--- src/rtl/core/tcw_pkg.sv ---
`timescale 1ns / 1ps
// Shared types and constants of the text console writer.
// Depends on nothing; the other files in rtl/core but tcw_ram.sv import it.
package tcw_pkg;

	// Operation codes carried in the func field of a command word.
	localparam logic [1:0] FUNC_PUT   = 2'd0;
	localparam logic [1:0] FUNC_CLEAR = 2'd1;
	localparam logic [1:0] FUNC_READ  = 2'd2;

	// Character codes with a special meaning for put.
	localparam logic [7:0] CHAR_BACKSPACE = 8'd8;
	localparam logic [7:0] CHAR_TAB       = 8'd9;
	localparam logic [7:0] CHAR_NEWLINE   = 8'd10;
	localparam logic [7:0] CHAR_SPACE     = 8'h20;

	localparam int          TAB_STEP        = 4;
	localparam logic [7:0]  BLANK_ATTR_INIT = 8'h07;
	localparam logic [15:0] RESET_CELL      = 16'h0720;

	typedef struct packed {
		logic [1:0]  func;
		logic [7:0]  char_code;
		logic [7:0]  char_color;
		logic [10:0] cell_index;
	} cmd_t;

	typedef struct packed {
		logic [6:0]  cursor_col;
		logic [4:0]  cursor_row;
		logic [15:0] cell_value;
		logic        did_scroll;
	} rsp_t;

	// Cell write request and scroll flag produced by the cursor logic.
	typedef struct packed {
		logic       wr_en;
		logic [7:0] wr_char;
		logic       scroll;
	} put_ctl_t;

	typedef enum logic [2:0] {
		ST_INIT,
		ST_IDLE,
		ST_EXEC,
		ST_READ,
		ST_FILL
	} state_t;

endpackage

--- src/rtl/core/tcw_cursor.sv ---
`timescale 1ns / 1ps
// Cursor update for a put operation: next position, cell write and scroll flag.
// Depends on tcw_pkg.
module tcw_cursor #(
	parameter int COLUMNS = 80,
	parameter int ROWS = 25,
	localparam int CW = $clog2(COLUMNS),
	localparam int RW = $clog2(ROWS)
) (
	input  logic [7:0]         char_code,
	input  logic [CW-1:0]      col,
	input  logic [RW-1:0]      row,
	output logic [CW-1:0]      wr_col,
	output logic [CW-1:0]      next_col,
	output logic [RW-1:0]      next_row,
	output tcw_pkg::put_ctl_t  ctl
);
	import tcw_pkg::*;

	localparam int CW1 = CW + 1;
	localparam int RW1 = RW + 1;

	logic [CW1-1:0] col_ext;
	logic [CW1-1:0] col_inc;
	logic [CW1-1:0] tab_col;
	logic [CW1-1:0] col_n;
	logic [RW1-1:0] row_n;
	logic           newl;

	assign col_ext = {1'b0, col};
	assign col_inc = col_ext + CW1'(1);
	assign tab_col = (col_ext + CW1'(TAB_STEP)) & ~CW1'(TAB_STEP - 1);

	always_comb begin
		newl        = 1'b0;
		col_n       = col_ext;
		wr_col      = col;
		ctl.wr_en   = 1'b0;
		ctl.wr_char = char_code;
		unique case (char_code)
			CHAR_NEWLINE: begin
				newl = 1'b1;
			end
			CHAR_BACKSPACE: begin
				// At column 0 a backspace changes nothing.
				if (col != '0) begin
					col_n       = col_ext - CW1'(1);
					wr_col      = col - CW'(1);
					ctl.wr_en   = 1'b1;
					ctl.wr_char = CHAR_SPACE;
				end
			end
			CHAR_TAB: begin
				if (tab_col >= CW1'(COLUMNS)) begin
					newl = 1'b1;
				end else begin
					col_n = tab_col;
				end
			end
			default: begin
				ctl.wr_en = 1'b1;
				if (col_inc >= CW1'(COLUMNS)) begin
					newl = 1'b1;
				end else begin
					col_n = col_inc;
				end
			end
		endcase

		row_n = {1'b0, row};
		if (newl) begin
			col_n = '0;
			row_n = {1'b0, row} + RW1'(1);
		end

		ctl.scroll = (row_n >= RW1'(ROWS));
		next_col   = col_n[CW-1:0];
		next_row   = ctl.scroll ? RW'(ROWS - 1) : row_n[RW-1:0];
	end

endmodule

--- config.mk ---
export PLATFORM = sky130hd
export DESIGN_NAME = tcw_cursor
export DESIGN_NICKNAME = d
export VERILOG_FILES = /design/src/rtl/core/tcw_pkg.sv /design/src/rtl/core/tcw_cursor.sv
export SDC_FILE = /design/constraint.sdc
export NUM_CORES = 1
export LEC_CHECK = 0
export BUFFER_PORTS_ARGS = -buffer_cell sky130_fd_sc_hd__buf_2
export CORE_MARGIN = 2
export CORE_UTILIZATION = 47
export DETAILED_ROUTE_END_ITERATION = 8
export PLACE_DENSITY = 0.93
export SYNTH_ARGS = -nofsm -noshare
export SYNTH_HDL_FRONTEND = slang
export SYNTH_SLANG_ARGS = --single-unit
--- constraint.sdc ---
create_clock -name vclk -period 2.9
set_input_delay 0.58 -clock vclk [all_inputs]
set_output_delay 0.58 -clock vclk [all_outputs]
set_load 0.02 [all_outputs]
==> run_results.csv, run 1 <==
group,metric,value,unit
timing,period_share,107,%
flow_run,max_cap_viol_count,0,
finish,nets,285,
power_and_ir_drop,clockPowerShare,0,%
floorplan,core_area,0.00243,mm^2
finish,nFillCells,139,
logic_synthesis,synth_top_area_share,5.73,%
finish,clkbuf_count,0,
timing,setup-violations-final,11,
floorplan,die_h,54.1,um
finish,multi_input_area,0.00128,mm^2
timing,hold_viol_final,0,
floorplan,start_util,48.5,%
power_and_ir_drop,switching_share,57.9,%
clock_network,cts_hold_buf,0,
placed_design,place_area,0.00172,mm^2
global_route,grt_first_pass_wirelength,7.79,mm
route,vias_per_cell,7.29,
logic_synthesis,seq_area_frac_synth,0,%
power_and_ir_drop,internal-power,0.137,mW
finish,area_growth,72.3,%
placed_design,io_buffers,49,
floorplan,die_area,0.00292,mm^2
logic_synthesis,synth_most_common_cell,"nand2_1",
power_and_ir_drop,p_seq_share,0,%
global_route,antenna_found_initial,0,
route,wirelength,6.30,mm
worst_hold_path,min_path_type,"in2out",
power_and_ir_drop,total_power,0.326,mW
timing,min_period,3110,ps
timing,worstMarginPinSlew,482,ps
worst_setup_path,worst-endpoint-required,2320,ps
logic_synthesis,synth_area_leader_cell,"nand2_1",
timing,fmax,0.322,GHz
power_and_ir_drop,p_leak,0.896,nW
global_route,grt.total_usage,35.7,%
global_route,grt_max_degree,15,
route,num_vias,2100,
finish,n_sequential_cell,0,
floorplan,die_w,54.1,um
route,wl_per_cell,21.9,um
floorplan,io_pins,49,
finish,design_area,0.00203,mm^2
timing,slew_violations,0,
worst_setup_path,crit_arrival,2530,ps
finish,final_util,83.5,%
logic_synthesis,yosysWarnings,0,
floorplan,rows,18,
worst_setup_path,critPathKind,"in2out",
finish,drive_gt1_share,53.5,%
placed_design,globalplace.congestion,0.992,
power_and_ir_drop,switchingPower,0.189,mW
logic_synthesis,syn_nets,204,
finish,diodes,0,
run_status,violations,"negative setup slack",
route,drtIter0Drc,242,
global_route,grt_pass1_vias,1677,
logic_synthesis,synth.distinct_cells,61,
route,antenna_left,0,
timing,slew_headroom,67.5,%
run_status,status,"finished, violations left",
logic_synthesis,synthTopCellsByCount,"nand2_1, clkbuf_1, nand3_1, nor2_1",
route,firstDrtPassIters,7,
logic_synthesis,netlist_area,0.00118,mm^2
logic_synthesis,synth_area_per_cell,6.58,um^2
timing,rsz0062_at_grt,"yes",
worst_setup_path,cp_max_fo,5,
placed_design,dp_hpwl,3.57,mm
logic_synthesis,netlist_top_cells_area,"nand2_1, ha_1, a31oi_1, mux2i_1, nand3_1",
finish,seqCellArea,0,um^2
timing,worst_hold_slack,1420,ps
power_and_ir_drop,p_per_area,161,mW/mm^2
global_route,grt_overflow_total,0,
power_and_ir_drop,p_comb_share,100.0,%
timing,setup_slack,-206,ps
logic_synthesis,syn_inst,179,
route,drc,0,
power_and_ir_drop,ir_drop,151,uV
worst_setup_path,worstSetupEndpointType,"output pin",
worst_setup_path,start_kind,"primary input",
[metrics by stage]
step	TNS (ps)	cells	worst slack (ps)
6_report	-459	288	-206
5_1_grt	-653	288	-217
4_1_cts	0	282	4.69
3_5_place_dp	-1480	281	-220
3_3_place_gp	-735	281	-122
2_1_floorplan	-126	179	-52.8
[cells in the final DEF (no fill, tap or decap), types with 3 or more instances in the layout]
cell,count
nor2_1,8
ha_4,3
mux2i_1,4
and3_1,4
o21ai_0,6
nand2_1,17
buf_8,3
and2_1,3
xnor2_1,4
buf_2,41
o22ai_1,3
buf_4,48
a311oi_2,3
a21oi_1,5
a31oi_1,8
inv_1,6
nand3_1,9
[cells by family after synthesis]
logic type / after synthesis / synth area share (%)
simple gates: 78 / 38.3
xor+xnor: 5 / 3.72
compound gates: 61 / 39.7
buf+inv: 25 / 8.71
fa+ha+maj: 5 / 5.31
mux: 5 / 4.25
[worst max-delay path: stages]
cell	delay, ps
buf_8	120
inv_4	60
ha_4	130
or4b_4	480
a41o_1	250
a311oi_1	320
o22ai_1	180
a32o_2	270
buf_6	130
[cell type report]
| cell class | instances | area share (%) |
|---|---|---|
| multi-input cells | 154 | 63.3 |
| inverters | 8 | 1.73 |
| well taps | 30 | 1.85 |
| repair buffers | 96 | 33.1 |
[worst paths after layout]
kind	startpoint	endpoint	cells past startpoint
worst min-delay path	char_code[7]	ctl[8]	2
worst max-delay path	col[2]	next_col[2]	9
[routing by layer]
layer	routed length (um)	vias to the layer above	global-route usage (%)
met5	0	-	0
met4	471	0	13.8
met3	919	69	6.94
met2	2680	215	58.3
met1	2230	953	45.8
li1	-	863	-
[what timing repair did]
item / CTS / global route
resized for setup: 20 / 39
pin swaps: 6 / 13
setup buffers: 1 / 6
endpoints found under the setup margin: 14 / 16
[power by group through the flow]
stage	registers (mW)	logic (mW)	clock network [mW]
finish	0	0.326	0
global route	0	0.338	0
CTS	0	0.271	0
detailed placement	0	0.256	0
global placement	0	0.249	0
floorplan	0	0.151	0
Power figures use the tool's default switching activity.
==> run 2, diff against run 1 <==
BUFFER_PORTS_ARGS = -buffer_cell sky130_fd_sc_hd__buf_4   (was -buffer_cell sky130_fd_sc_hd__buf_2)
SETUP_SLACK_MARGIN = 0.1   (was default)
==> run_results.csv, run 2 <==
group,metric,value,unit
logic_synthesis,synth_top_area_share,5.73,%
run_status,lastStage,"global routing",
logic_synthesis,yosysWarnings,0,
global_route,grt_overflow_total,17,
placed_design,io_buffers,49,
logic_synthesis,synth.distinct_cells,61,
logic_synthesis,synthTopCellsByCount,"nand2_1, clkbuf_1, nand3_1, nor2_1",
logic_synthesis,synth_area_leader_cell,"nand2_1",
floorplan,die_w,54.1,um
run_status,first-error,"[ERROR GRT-0232] Routing congestion too high. Check the congestion heatmap in the GUI.",
logic_synthesis,seq_area_frac_synth,0,%
floorplan,die_h,54.1,um
logic_synthesis,syn_nets,204,
floorplan,io_pins,49,
global_route,grt_max_degree,19,
floorplan,rows,18,
logic_synthesis,netlist_area,0.00118,mm^2
logic_synthesis,netlist_top_cells_area,"nand2_1, ha_1, a31oi_1, mux2i_1, nand3_1",
global_route,grt.total_usage,71.7,%
placed_design,globalplace.congestion,0.977,
placed_design,dp_hpwl,3.70,mm
logic_synthesis,synth_most_common_cell,"nand2_1",
timing,worst_path_end_type,"top-level output",
timing,grt-worst-endpoint,"next_col[5]",
run_status,status,"did not finish",
floorplan,start_util,48.5,%
logic_synthesis,syn_inst,179,
logic_synthesis,synth_area_per_cell,6.58,um^2
[run 2: cell counts after synthesis]
Identical to the previous run, type by type.
[run 2: cells by family after synthesis]
logic type / after synthesis / synth area share [%]
XOR/XNOR: 5 / 3.72
adder cells (fa/ha/maj): 5 / 5.31
AND/OR/NAND/NOR: 78 / 38.3
multiplexers: 5 / 4.25
AO/OA/AOI/OAI: 61 / 39.7
buffers and inverters: 25 / 8.71
[run 2: timing repair]
item	in CTS
setup endpoints to repair	15
resized for setup	44
hold buffers	0
pin swaps	17
setup buffers	3
[run 2: metal layers]
layer,GRT overflow,global-route usage [%]
met5,0,8.33
met4,9,77.5
met3,0,52.2
met2,8,88.8
met1,0,72.2
[run 2: metrics by stage]
step,setup slack [ps],instance area (um^2),cells
after floorplan,0.645,1230,179
after global placement,-90.3,1850,278
after CTS,52.4,2080,281
after detailed placement,-190,1850,278
==> run 3, diff against run 2 <==
CORE_AREA = 2 2 63 65   (was default)
CORE_MARGIN = default   (was 2)
CORE_UTILIZATION = default   (was 47)
DIE_AREA = 0 0 65 67   (was default)
PLACE_DENSITY = default   (was 0.93)
PLACE_DENSITY_LB_ADDON = 0.15   (was default)
SETUP_SLACK_MARGIN = default   (was 0.1)
clock period = 3.77 ns   (was 2.9 ns; I/O delays follow)
==> run_results.csv, run 3 (same netlist as run 1, synthesis figures left out) <==
group,metric,value,unit
placed_design,io_buffers,49,
global_route,antenna_found_initial,0,
global_route,grt_first_pass_wirelength,6.33,mm
route,vias_per_cell,5.97,
finish,area_growth,34.6,%
floorplan,die_w,65,um
timing,worstMarginPinSlew,560,ps
finish,layout.cells.most_common_list,"buf_4, nand2_1, nor2_1, nand3_1",
flow_run,max_cap_viol_count,0,
route,antenna_left,0,
finish,diodes,0,
clock_network,ctsResizeCount,0,
timing,fmax,0.276,GHz
finish,final_common_cell,"buf_4",
finish,drive_gt1_share,31.2,%
placed_design,dp_worst_setup_slack,210,ps
floorplan,rows,22,
worst_hold_path,min_path_type,"in2out",
floorplan,core_area,0.00361,mm^2
power_and_ir_drop,total_power,0.190,mW
timing,slew_headroom,62.4,%
run_status,status,"finished, final reports clean",
worst_setup_path,cp_slowest_stage_delay,450,ps
worst_setup_path,cp_max_fo,12,
floorplan,start_util,32.7,%
route,num_vias,1588,
worst_setup_path,worstSetupEndpointType,"output pin",
worst_hold_path,min_to,"ctl[8]",
power_and_ir_drop,p_leak,0.679,nW
power_and_ir_drop,p_per_area,120,mW/mm^2
timing,rsz0062_at_grt,"no",
worst_setup_path,crit_slowest_cell,"nor3_1",
power_and_ir_drop,ir_drop,51.2,uV
route,wl_per_cell,15.1,um
worst_setup_path,start_kind,"primary input",
worst_setup_path,crit_chain,"buf_4, ha_1, a211o_1, o211a_1, nor3_1, a21oi_2, a211oi_1, buf_4",
route,wirelength,4.01,mm
finish,fin_cells,266,
timing,setup-violations-final,0,
clock_network,cts_setup_buffers,0,
worst_setup_path,crit_start,"col[2]",
global_route,grt_pass1_vias,1342,
floorplan,die_h,67,um
worst_setup_path,worst-endpoint-required,3020,ps
timing,min_period,3620,ps
timing,finalSetupTns,0,ps
timing,worst_hold_slack,1730,ps
global_route,grt.total_usage,17.8,%
global_route,grt_max_degree,23,
placed_design,place_inst,266,
global_route,grt_overflow_total,0,
floorplan,io_pins,49,
timing,slew_violations,0,
worst_setup_path,critPathKind,"in2out",
route,drc,0,
finish,seqCellArea,0,um^2
clock_network,cts_hold_buf,0,
finish,nets,245,
worst_setup_path,crit_arrival,2870,ps
route,drtIter0Drc,128,
worst_setup_path,crit_family,"compound AO/OA/AOI/OAI gates",
worst_hold_path,whs_path_depth,2,
route,firstDrtPassIters,5,
timing,setup_slack,149,ps
worst_setup_path,crit_path_frequent_cell,"buf_4",
placed_design,globalplace.congestion,0.882,
worst_setup_path,path_buf_inv,2,
floorplan,die_area,0.00436,mm^2
timing,hold_viol_final,0,
finish,n_sequential_cell,0,
finish,final_util,44.0,%
placed_design,place_area,0.00159,mm^2
finish,clkbuf_count,0,
worst_hold_path,hold_start,"char_code[7]",
finish,design_area,0.00159,mm^2
placed_design,dp_hpwl,3.15,mm
timing,period_share,96.0,%
run 3: area by class of cell:
class              count  area (um^2)
fillers              384         2020
multi-input cells    154         1080
repair buffers        56          420
well taps             48         60.1
inverters              8         30.0
run 3: worst max-delay path by stage:
stage / endpoint / slack [ps] / depth (start not counted)
final: next_col[3] / 150 / 8
after global routing: next_row[2] / 30 / 8
after CTS: next_row[1] / 220 / 8
after detailed placement: next_row[1] / 210 / 8
after global placement: next_row[2] / 180 / 8
after floorplan: wr_col[3] / 300 / 9
run 3: metal layers:
metal,wire length (um),up-vias,share of wire (%),GRT usage [%]
met5,0,-,0,0
met4,41,0,1.0,2.39
met3,392,4,9.8,0.845
met2,1690,91,42,28.5
met1,1880,705,47,26.7
li1,-,788,-,-
run 3: report_power, final:
part	switching, mW	internal [mW]	total [mW]
combinational	0.110	0.0806	0.190
clock	0	0	0
sequential	0	0	0
total	0.110	0.0806	0.190
